`src/rtl/core/bmbp_pkg.sv`:
```
// ----------------------------------------------------------------------------
// bmbp_pkg
// shared types and constants of the binary mask boundary point unit
// ----------------------------------------------------------------------------
package bmbp_pkg;

  localparam int unsigned MAX_WIDTH_DEF  = 64;
  localparam int unsigned MAX_HEIGHT_DEF = 64;

  // configuration registers
  localparam int unsigned REG_W    = 7;
  localparam int unsigned REG_IDX_W = 1;
  localparam logic [REG_W-1:0] DIM_RESET = 7'd64;

  typedef enum logic [REG_IDX_W-1:0] {
    REG_IMAGE_WIDTH  = 1'b0,
    REG_IMAGE_HEIGHT = 1'b1
  } reg_idx_e;

  // result beat
  localparam int unsigned COORD_W     = 6;
  localparam int unsigned MAX_RESULTS = 3;
  localparam int unsigned FIFO_DEPTH  = 8;

  typedef struct packed {
    logic [COORD_W-1:0] row;
    logic [COORD_W-1:0] col;
    logic               eoi;
  } result_t;

  // control broadcast to every column cell
  typedef struct packed {
    logic advance;   // pixel accepted, row continues
    logic row_end;   // pixel accepted, last of its row
    logic img_end;   // pixel accepted, last of the image
    logic solid;     // incoming pixel value
  } cell_ctrl_t;

endpackage

```
`src/rtl/core/bmbp_cell.sv`:
```
// ----------------------------------------------------------------------------
// bmbp_cell
// one column cell: row bits, two shifting read taps and the column token
// ----------------------------------------------------------------------------
module bmbp_cell import bmbp_pkg::*; #(
  parameter bit HEAD = 1'b0
) (
  input  logic       clk_i,
  input  logic       rst_ni,
  input  cell_ctrl_t ctrl_i,
  input  logic       token_i,
  input  logic       r0_i,
  input  logic       r1_i,
  output logic       token_o,
  output logic       r0_o,
  output logic       r1_o
);

  logic token_q, cur_q, prev_q, r0_q, r1_q;
  logic cur_new;

  // incoming pixel lands in the cell that holds the token
  assign cur_new = token_q ? ctrl_i.solid : cur_q;

  always_ff @(posedge clk_i or negedge rst_ni) begin
    if (!rst_ni) begin
      token_q <= HEAD;
      cur_q   <= 1'b0;
      prev_q  <= 1'b0;
      r0_q    <= 1'b0;
      r1_q    <= 1'b0;
    end else if (ctrl_i.img_end) begin
      token_q <= HEAD;
      cur_q   <= 1'b0;
      prev_q  <= 1'b0;
      r0_q    <= 1'b0;
      r1_q    <= 1'b0;
    end else if (ctrl_i.row_end) begin
      token_q <= HEAD;
      cur_q   <= 1'b0;
      prev_q  <= cur_new;
      r0_q    <= cur_new;
      r1_q    <= prev_q;
    end else if (ctrl_i.advance) begin
      token_q <= token_i;
      cur_q   <= cur_new;
      r0_q    <= r0_i;
      r1_q    <= r1_i;
    end
  end

  assign token_o = token_q;
  assign r0_o    = r0_q;
  assign r1_o    = r1_q;

endmodule

```
`src/rtl/core/bmbp_result_fifo.sv`:
```
// ----------------------------------------------------------------------------
// bmbp_result_fifo
// result queue, takes up to three beats per cycle, hands out one
// ----------------------------------------------------------------------------
module bmbp_result_fifo import bmbp_pkg::*; (
  input  logic                          clk_i,
  input  logic                          rst_ni,
  input  logic [1:0]                    push_cnt_i,
  input  result_t [MAX_RESULTS-1:0]     push_data_i,
  input  logic                          pop_i,
  output logic                          valid_o,
  output result_t                       data_o,
  output logic                          space_o
);

  localparam int unsigned AW = $clog2(FIFO_DEPTH);

  result_t        mem_q [FIFO_DEPTH];
  logic [AW-1:0]  wptr_q, wptr_d, rptr_q, rptr_d;
  logic [AW:0]    count_q, count_d;
  logic           pop;

  assign pop = pop_i && valid_o;

  always_ff @(posedge clk_i) begin
    for (int k = 0; k < MAX_RESULTS; k++) begin
      if (2'(k) < push_cnt_i) begin
        mem_q[wptr_q + AW'(k)] <= push_data_i[k];
      end
    end
  end

  always_comb begin
    wptr_d  = wptr_q + AW'(push_cnt_i);
    rptr_d  = rptr_q + AW'(pop);
    count_d = count_q + (AW+1)'(push_cnt_i) - (AW+1)'(pop);
  end

  always_ff @(posedge clk_i or negedge rst_ni) begin
    if (!rst_ni) begin
      wptr_q  <= '0;
      rptr_q  <= '0;
      count_q <= '0;
    end else begin
      wptr_q  <= wptr_d;
      rptr_q  <= rptr_d;
      count_q <= count_d;
    end
  end

  assign valid_o = (count_q != '0);
  assign data_o  = mem_q[rptr_q];
  assign space_o = (count_q <= (AW+1)'(FIFO_DEPTH - MAX_RESULTS));

endmodule

```
`src/rtl/core/binary_mask_boundary_points_unit.sv`:
```
// ----------------------------------------------------------------------------
// binary_mask_boundary_points_unit
// 8-neighbor boundary point extraction over a streamed binary mask
// ----------------------------------------------------------------------------
// The unit takes one mask pixel per clock in raster order and emits the
// boundary points as row/column beats, followed by one end-of-image beat after
// the last pixel. Border pixels come out right away; an interior pixel comes out
// when its lower-right neighbor arrives, so the output order is not strictly
// row-major. A pixel is accepted every cycle as long as the result queue (eight
// beats) has room for three more; results leave at one beat per clock, so the
// sustained input rate is one pixel per clock unless the mask produces more
// than one point per pixel or the sink stalls. The beats of a pixel are written
// into the result queue when that pixel is taken. Row storage is a chain of
// MAX_WIDTH column cells, so no clearing pass is needed after reset or between
// images. The user must write width and height via the config port only while
// idle; not enforced by the block. 0 acts as 1; values above the maximum clamp.
// ----------------------------------------------------------------------------
module binary_mask_boundary_points_unit import bmbp_pkg::*; #(
  parameter int unsigned MAX_WIDTH  = MAX_WIDTH_DEF,
  parameter int unsigned MAX_HEIGHT = MAX_HEIGHT_DEF
) (
  input  logic                 clk_i,
  input  logic                 rst_ni,
  // config
  input  logic                 cfg_we_i,
  input  logic [REG_IDX_W-1:0] cfg_idx_i,
  input  logic [REG_W-1:0]     cfg_wdata_i,
  // pixel beats
  input  logic                 in_valid_i,
  output logic                 in_ready_o,
  input  logic                 pixel_solid_i,
  // result beats
  output logic                 out_valid_o,
  input  logic                 out_ready_i,
  output logic [COORD_W-1:0]   point_row_o,
  output logic [COORD_W-1:0]   point_col_o,
  output logic                 end_of_image_o
);

  localparam int unsigned CW      = $clog2(MAX_WIDTH);
  localparam int unsigned RW      = $clog2(MAX_HEIGHT);
  localparam int unsigned CNT_MAX = (CW > RW) ? CW : RW;
  // compare width: holds any counter, register or limit with room to spare
  localparam int unsigned DW      = ((CNT_MAX > REG_W) ? CNT_MAX : REG_W) + 1;

  // config registers
  logic [REG_W-1:0] width_q, height_q;

  always_ff @(posedge clk_i or negedge rst_ni) begin
    if (!rst_ni) begin
      width_q  <= DIM_RESET;
      height_q <= DIM_RESET;
    end else if (cfg_we_i) begin
      case (reg_idx_e'(cfg_idx_i))
        REG_IMAGE_WIDTH:  width_q  <= cfg_wdata_i;
        REG_IMAGE_HEIGHT: height_q <= cfg_wdata_i;
        default: ;
      endcase
    end
  end

  // effective dimensions, clamped into 1..MAX
  logic [DW-1:0] w_ext, h_ext, w_eff, h_eff, w_last, h_last;

  always_comb begin
    w_ext = DW'(width_q);
    h_ext = DW'(height_q);
    if (w_ext == '0) begin
      w_eff = DW'(1);
    end else if (w_ext > DW'(MAX_WIDTH)) begin
      w_eff = DW'(MAX_WIDTH);
    end else begin
      w_eff = w_ext;
    end
    if (h_ext == '0) begin
      h_eff = DW'(1);
    end else if (h_ext > DW'(MAX_HEIGHT)) begin
      h_eff = DW'(MAX_HEIGHT);
    end else begin
      h_eff = h_ext;
    end
    w_last = w_eff - DW'(1);
    h_last = h_eff - DW'(1);
  end

  // position counters
  logic [CW-1:0] col_q, col_d;
  logic [RW-1:0] row_q, row_d;
  logic [DW-1:0] c_ext, r_ext, c_m1, r_m1;
  logic          accept, last_col, last_row;
  logic          fifo_space;

  assign in_ready_o = fifo_space;
  assign accept     = in_valid_i && in_ready_o;
  assign c_ext      = DW'(col_q);
  assign r_ext      = DW'(row_q);
  assign c_m1       = c_ext - DW'(1);
  assign r_m1       = r_ext - DW'(1);
  // a counter beyond the last position (dimension shrunk mid-image) ends it
  assign last_col   = (c_ext >= w_last);
  assign last_row   = (r_ext >= h_last);

  always_comb begin
    col_d = col_q;
    row_d = row_q;
    if (accept) begin
      if (last_col) begin
        col_d = '0;
        row_d = last_row ? '0 : row_q + RW'(1);
      end else begin
        col_d = col_q + CW'(1);
      end
    end
  end

  always_ff @(posedge clk_i or negedge rst_ni) begin
    if (!rst_ni) begin
      col_q <= '0;
      row_q <= '0;
    end else begin
      col_q <= col_d;
      row_q <= row_d;
    end
  end

  // column cell chain: tokens move toward the tail, read taps toward the head
  cell_ctrl_t         cell_ctrl;
  logic [MAX_WIDTH:0] tok_chain, r0_chain, r1_chain;

  always_comb begin
    cell_ctrl.advance = accept && !last_col;
    cell_ctrl.row_end = accept && last_col && !last_row;
    cell_ctrl.img_end = accept && last_col && last_row;
    cell_ctrl.solid   = pixel_solid_i;
  end

  assign tok_chain[0]        = 1'b0;
  assign r0_chain[MAX_WIDTH] = 1'b0;
  assign r1_chain[MAX_WIDTH] = 1'b0;

  for (genvar j = 0; j < MAX_WIDTH; j++) begin : g_cell
    bmbp_cell #(
      .HEAD (1'(j == 0))
    ) u_cell (
      .clk_i   (clk_i),
      .rst_ni  (rst_ni),
      .ctrl_i  (cell_ctrl),
      .token_i (tok_chain[j]),
      .r0_i    (r0_chain[j+1]),
      .r1_i    (r1_chain[j+1]),
      .token_o (tok_chain[j+1]),
      .r0_o    (r0_chain[j]),
      .r1_o    (r1_chain[j])
    );
  end

  // head taps: row above and two above at the current column
  logic head_p0, head_p1;
  assign head_p0 = r0_chain[0];
  assign head_p1 = r1_chain[0];

  // 3x3 window history, index 0 is column c-1, index 1 is column c-2
  logic [1:0] win_p0_q, win_p1_q, win_cu_q;

  always_ff @(posedge clk_i) begin
    if (accept) begin
      win_p0_q <= {win_p0_q[0], head_p0};
      win_p1_q <= {win_p1_q[0], head_p1};
      win_cu_q <= {win_cu_q[0], pixel_solid_i};
    end
  end

  // judge the interior candidate one row up and one column left
  logic all_solid, interior_hit, border_hit, eoi_hit;

  always_comb begin
    all_solid    = (&win_p1_q) && head_p1 && (&win_cu_q) && pixel_solid_i &&
                   win_p0_q[1] && head_p0;
    interior_hit = (r_ext >= DW'(2)) && (c_ext >= DW'(2)) &&
                   (r_ext <= h_last) && (c_ext <= w_last) &&
                   win_p0_q[0] && !all_solid;
    border_hit   = pixel_solid_i &&
                   ((row_q == '0) || last_row || (col_q == '0) || last_col);
    eoi_hit      = last_col && last_row;
  end

  // pack the beats of this pixel in order: interior, border, end of image
  result_t                   res_int, res_bdr, res_eoi;
  result_t [MAX_RESULTS-1:0] push_data;
  logic [1:0]                push_cnt;

  always_comb begin
    res_int.row = r_m1[COORD_W-1:0];
    res_int.col = c_m1[COORD_W-1:0];
    res_int.eoi = 1'b0;
    res_bdr.row = r_ext[COORD_W-1:0];
    res_bdr.col = c_ext[COORD_W-1:0];
    res_bdr.eoi = 1'b0;
    res_eoi     = '{row: '0, col: '0, eoi: 1'b1};

    push_data[0] = interior_hit ? res_int : (border_hit ? res_bdr : res_eoi);
    push_data[1] = (interior_hit && border_hit) ? res_bdr : res_eoi;
    push_data[2] = res_eoi;

    push_cnt = accept ? ({1'b0, interior_hit} + {1'b0, border_hit} + {1'b0, eoi_hit})
                      : 2'd0;
  end

  result_t out_data;

  bmbp_result_fifo u_fifo (
    .clk_i       (clk_i),
    .rst_ni      (rst_ni),
    .push_cnt_i  (push_cnt),
    .push_data_i (push_data),
    .pop_i       (out_ready_i),
    .valid_o     (out_valid_o),
    .data_o      (out_data),
    .space_o     (fifo_space)
  );

  assign point_row_o    = out_data.row;
  assign point_col_o    = out_data.col;
  assign end_of_image_o = out_data.eoi;

endmodule

```
`config.mk`:
```
export PLATFORM = sky130hd
export DESIGN_NAME = binary_mask_boundary_points_unit
export DESIGN_NICKNAME = d
export VERILOG_FILES = /design/src/rtl/core/bmbp_pkg.sv /design/src/rtl/core/bmbp_cell.sv /design/src/rtl/core/bmbp_result_fifo.sv /design/src/rtl/core/binary_mask_boundary_points_unit.sv
export SDC_FILE = /design/constraint.sdc
export NUM_CORES = 1
export LEC_CHECK = 0
export ABC_AREA = 1
export BUFFER_PORTS_ARGS = -buffer_cell sky130_fd_sc_hd__clkbuf_2
export CAP_MARGIN = 20
export CELL_PAD_IN_SITES_DETAIL_PLACEMENT = 1
export CELL_PAD_IN_SITES_GLOBAL_PLACEMENT = 2
export CORE_MARGIN = 4
export CORE_UTILIZATION = 34
export DETAILED_ROUTE_END_ITERATION = 12
export PLACE_DENSITY = 0.79
export SLEW_MARGIN = 20
export SYNTH_ARGS = -nofsm -noshare
export SYNTH_HDL_FRONTEND = slang
export SYNTH_SLANG_ARGS = --single-unit
export TNS_END_PERCENT = 50
```
`constraint.sdc`:
```
create_clock -name clk_i -period 10.18 [get_ports clk_i]
set_input_delay 2.036 -clock clk_i [delete_from_list [all_inputs] [get_ports clk_i]]
set_output_delay 2.036 -clock clk_i [all_outputs]
set_load 0.01 [all_outputs]
```
==> out/results.md <==
* detailed router's first-iteration violation count: 1036
* number of enable flip-flop cells after synthesis: 6
* TritonCTS Buffers: 53
* post-CTS setup buffer count: 0
* CTS HTree Levels: 2
* count of hold-fix buffers inserted at cts: 0
* most frequent cell on the critical path: sky130_fd_sc_hd__nand2_1
* LEAKAGE: 11.27 nW
* net switching power of the design: 3.509 mW
* met2 capacity usage during global routing: 34.75%
* proportion of synthesized area in mux cells: 0%
* vias per cell: 5.194
* clock tree from TritonCTS: built
* IO Count: 29
* effective utilization at floorplan: 34.33%
* Worst R2R End: u_fifo.mem_q[7][10]$_SDFFE_PP0P_
* total of cells resized after clock tree synthesis: 0
* Post-Syn Area per Cell: 7.713 um^2
* grt ovf: 0
* drt wl/cell: 18.73 um
* count of nets left with antenna violations after detail routing: 0
* critical path capture point: u_fifo.mem_q[7][10]$_SDFFE_PP0P_
* count of cells along the worst hold path: 0
* global-route wire length before repair: 114.8 mm
* core utilization of the finished layout: 37.98%
* path type of the worst setup path: register to register
* Total Wirelength: 70.31 mm
* Worst EP arrival: 6.26 ns
* Syn Inst Count: 2926
* final worst hold slack: 0.4571 ns
* via count of the first global-routing pass: 21037
* commonest cells after routing, fill and taps aside: sky130_fd_sc_hd__nand2_1, sky130_fd_sc_hd__nor2_1, sky130_fd_sc_hd__dfrtp_1
* busiest layer in global routing: met2
* Die Height: 265.6 um
* transition at the pin with the smallest max-transition slack: 1.165 ns
* clock power share: 24.5%
* logic depth of the worst register-to-register path: 30
* largest family of logic cells by synthesized area: simple AND/OR/NAND/NOR gates
* commonest non-fill, non-tap cell in the layout: sky130_fd_sc_hd__nand2_1
* post-detail-place hpwl: 43.19 mm
* RSZ-0062 raised after global routing: no
* Crit path required time: 10.60 ns
* switching part of the total power: 42.97%
* Critical Path Max Stage Delay: 0.91 ns
* number of antenna repair diodes: 0
* Synth Area in Simple Gates: 22.22%
* area overhead of the layout relative to synthesis: 10.65%
* setup violation total in the final timing report: 0
* synthesized-area fraction occupied by ao, oa, aoi and oai cells: 16.34%
* Clock Latency Late Sink: 0.63 ns
* drt drc: 0
* share of the clock period used by the worst path after layout: 57.34%
* final hold violations: 0
* number of buffers added on ports: 28
* Setup TNS Final: 0 ns
* critical path capture point type: register
* GRT Resource Usage Total: 19.81%
* clock input transition at the sequential cells of the worst setup and hold paths: 0.06 ns
* Clock Path Buffers: 3
* Worst Skew: 0.05334 ns
* total power density per cell area: 327.0 nW/um^2
* launch point of the worst reg-to-reg path: width_q[2]$_DFFE_PN0P_
* met1 Usage GRT: 25.81%
* post-synthesis sequential area ratio: 49.51%
* source of the critical timing path: width_q[2]$_DFFE_PN0P_
* pin count of the biggest net entering global routing: 174
* Net count, final: 2892
* width of the die: 265.6 um
* row cnt: 94
* count of distinct cell types in the synthesized netlist: 45
* area of the mapped netlist: 22570 um^2
* core region area: 65750 um^2
* layout cells sized above 1: 6.265%
* class of the tightest hold or removal check: register to register
* share of power burned in registers: 36.9%
* xor/xnor cell area share of the yosys netlist: 0.7374%
* internal power: 4.658 mW
* Clock Sink Count: 466
* async set or reset register ratio after synthesis: 76.39%
* number of max-cap violations: 0
* Via Count: 19492
* master of the slowest instance on the critical path: sky130_fd_sc_hd__nor2_1
* largest fanout on the critical path: 30
* CTS root buf: sky130_fd_sc_hd__clkbuf_16
* area of the die: 70560 um^2
* final worst slack: 4.342 ns
* FMAX: 0.1713 GHz
* Slew Limit Headroom: 22.05%
* initial antenna violation count: 0
* fraction of the mapped netlist area in adder cells: 1.985%
* Synth Flop Type: sky130_fd_sc_hd__dfrtp_1
* Final min period: 5.838 ns
* setup slack on the worst flop-to-flop path: 4.34 ns
* met3 global-route usage: 2.377%
* max-slew violation count: 0
* result of the run: completed
* final estimated routing congestion in global placement: 0.8219
* Hold Path Origin: win_p1_q[0]$_DFFE_PP_
* worst ir drop on vdd: 0.1523 mV
* number of warning messages in the yosys log: 0
* critical path startpoint category: register
* register bit count reported by yosys: 466
* combinational share of power: 38.6%
* detailed-router iteration count before antenna repair: 6
* Setup WS pre-CTS: 4.159 ns
* synthesized netlist net count: 2974
[power groups by stage]
stage | clock [mW] | sequential, mW | combinational (mW)
6_report | 2.00 | 3.01 | 3.15
5_1_grt | 2.14 | 3.09 | 3.57
4_1_cts | 2.06 | 3.01 | 3.18
3_5_place_dp | 0 | 3.04 | 3.16
3_3_place_gp | 0 | 3.02 | 3.05
2_1_floorplan | 0 | 2.79 | 2.30
[sequential cells by signal (all words and copies together), names as in the netlist]
name / flops
u_fifo.mem_q: 104
g_cell.u_cell.cur_q: 64
g_cell.u_cell.prev_q: 64
g_cell.u_cell.r0_o: 64
g_cell.u_cell.r1_o: 64
g_cell.u_cell.token_o: 64
height_q: 7
width_q: 7
col_q: 6
row_q: 6
u_fifo.count_q: 4
u_fifo.rptr_q: 3
u_fifo.wptr_q: 3
win_cu_q: 2
win_p0_q: 2
win_p1_q: 2
[through the flow]
stage,power (mW),cell area (um^2),cells
global placement,6.064,23090,3651
CTS,8.254,24930,3751
floorplan,5.091,22570,2926
finish,8.167,24970,3753
detailed placement,6.200,23090,3651
global route,8.805,24970,3753
[worst min path at each step]
stage | to | slack (ns)
6_report | win_p1_q[1]$_DFFE_PP_ | 0.46
3_3_place_gp | win_cu_q[1]$_DFFE_PP_ | 0.43
5_1_grt | win_cu_q[1]$_DFFE_PP_ | 0.47
2_1_floorplan | u_fifo.mem_q[3][0]$_SDFFE_PP1P_ | 0.42
4_1_cts | win_p1_q[1]$_DFFE_PP_ | 0.46
3_5_place_dp | win_p1_q[1]$_DFFE_PP_ | 0.45
[cell type report]
cell class	count	area, um^2
inverters	322	1217
multi-input cells	1956	9354
clock buffers	86	1590
fillers	7930	40770
flip-flops and latches	466	11170
repair buffers	45	312.8
well taps	864	1081
clock inverters	14	241.5
[Yosys cell counts, types with 2 or more instances]
library cell                count  area share (%)
sky130_fd_sc_hd__clkbuf_1     112             1.9
sky130_fd_sc_hd__fa_1           3            0.27
sky130_fd_sc_hd__nor3_1        13            0.29
sky130_fd_sc_hd__buf_1          9            0.15
sky130_fd_sc_hd__nand3_1      130             2.9
sky130_fd_sc_hd__nand3b_1       2           0.067
sky130_fd_sc_hd__nor2_4         3            0.15
sky130_fd_sc_hd__nand4_1       15            0.42
sky130_fd_sc_hd__dfrtp_1      353              39
sky130_fd_sc_hd__nand2_1      611              10
sky130_fd_sc_hd__nor2_1       431             7.2
sky130_fd_sc_hd__o21ai_0      350             7.8
sky130_fd_sc_hd__buf_4          4            0.13
sky130_fd_sc_hd__dfstp_2        3            0.35
sky130_fd_sc_hd__inv_1        311             5.2
sky130_fd_sc_hd__nand2_4        4            0.20
sky130_fd_sc_hd__xor2_1        14            0.54
sky130_fd_sc_hd__a2bb2oi_1     23            0.89
sky130_fd_sc_hd__dfxtp_1      104             9.2
sky130_fd_sc_hd__a21oi_1       63             1.4
sky130_fd_sc_hd__o21ai_2        3            0.12
sky130_fd_sc_hd__buf_6         15            0.75
sky130_fd_sc_hd__edfxtp_1       6            0.80
sky130_fd_sc_hd__inv_2          6            0.10
sky130_fd_sc_hd__buf_2         41            0.91
sky130_fd_sc_hd__nor2_2         8            0.22
sky130_fd_sc_hd__o21ai_1       48             1.1
sky130_fd_sc_hd__clkinv_1       3           0.050
sky130_fd_sc_hd__inv_4          2           0.055
sky130_fd_sc_hd__a31oi_1       13            0.36
sky130_fd_sc_hd__nand3_2        5            0.22
sky130_fd_sc_hd__o22ai_1      166             4.6
sky130_fd_sc_hd__ha_1          31             1.7
sky130_fd_sc_hd__xnor2_1        5            0.19
sky130_fd_sc_hd__nand2_2        6            0.17
[routing by layer]
metal | vias to the layer above | part of all wire [%] | wire length, um
li1 | 9329 | - | -
met1 | 9797 | 45 | 31920
met2 | 256 | 49 | 34250
met3 | 110 | 3.0 | 2123
met4 | 0 | 2.9 | 2017
met5 | - | 0 | 0
[cells by family after synthesis]
group                    count (synthesis)
AO/OA/AOI/OAI                          669
flip-flops                             466
adder cells (fa/ha/maj)                 34
XOR/XNOR                                19
AND/OR/NAND/NOR                       1234
buffers and inverters                  504
[worst max-delay path: cells and delay by family, from the launching register on]
kind	cells	cell delay (ns)
AND/OR/NAND/NOR	21	3.73
XOR/XNOR	1	0.14
adder cells (fa/ha/maj)	3	0.72
AO/OA/AOI/OAI	1	0.26
buffers and inverters	4	0.38
flip-flops	1	0.40
No activity file was read; power rests on OpenSTA's default activity.
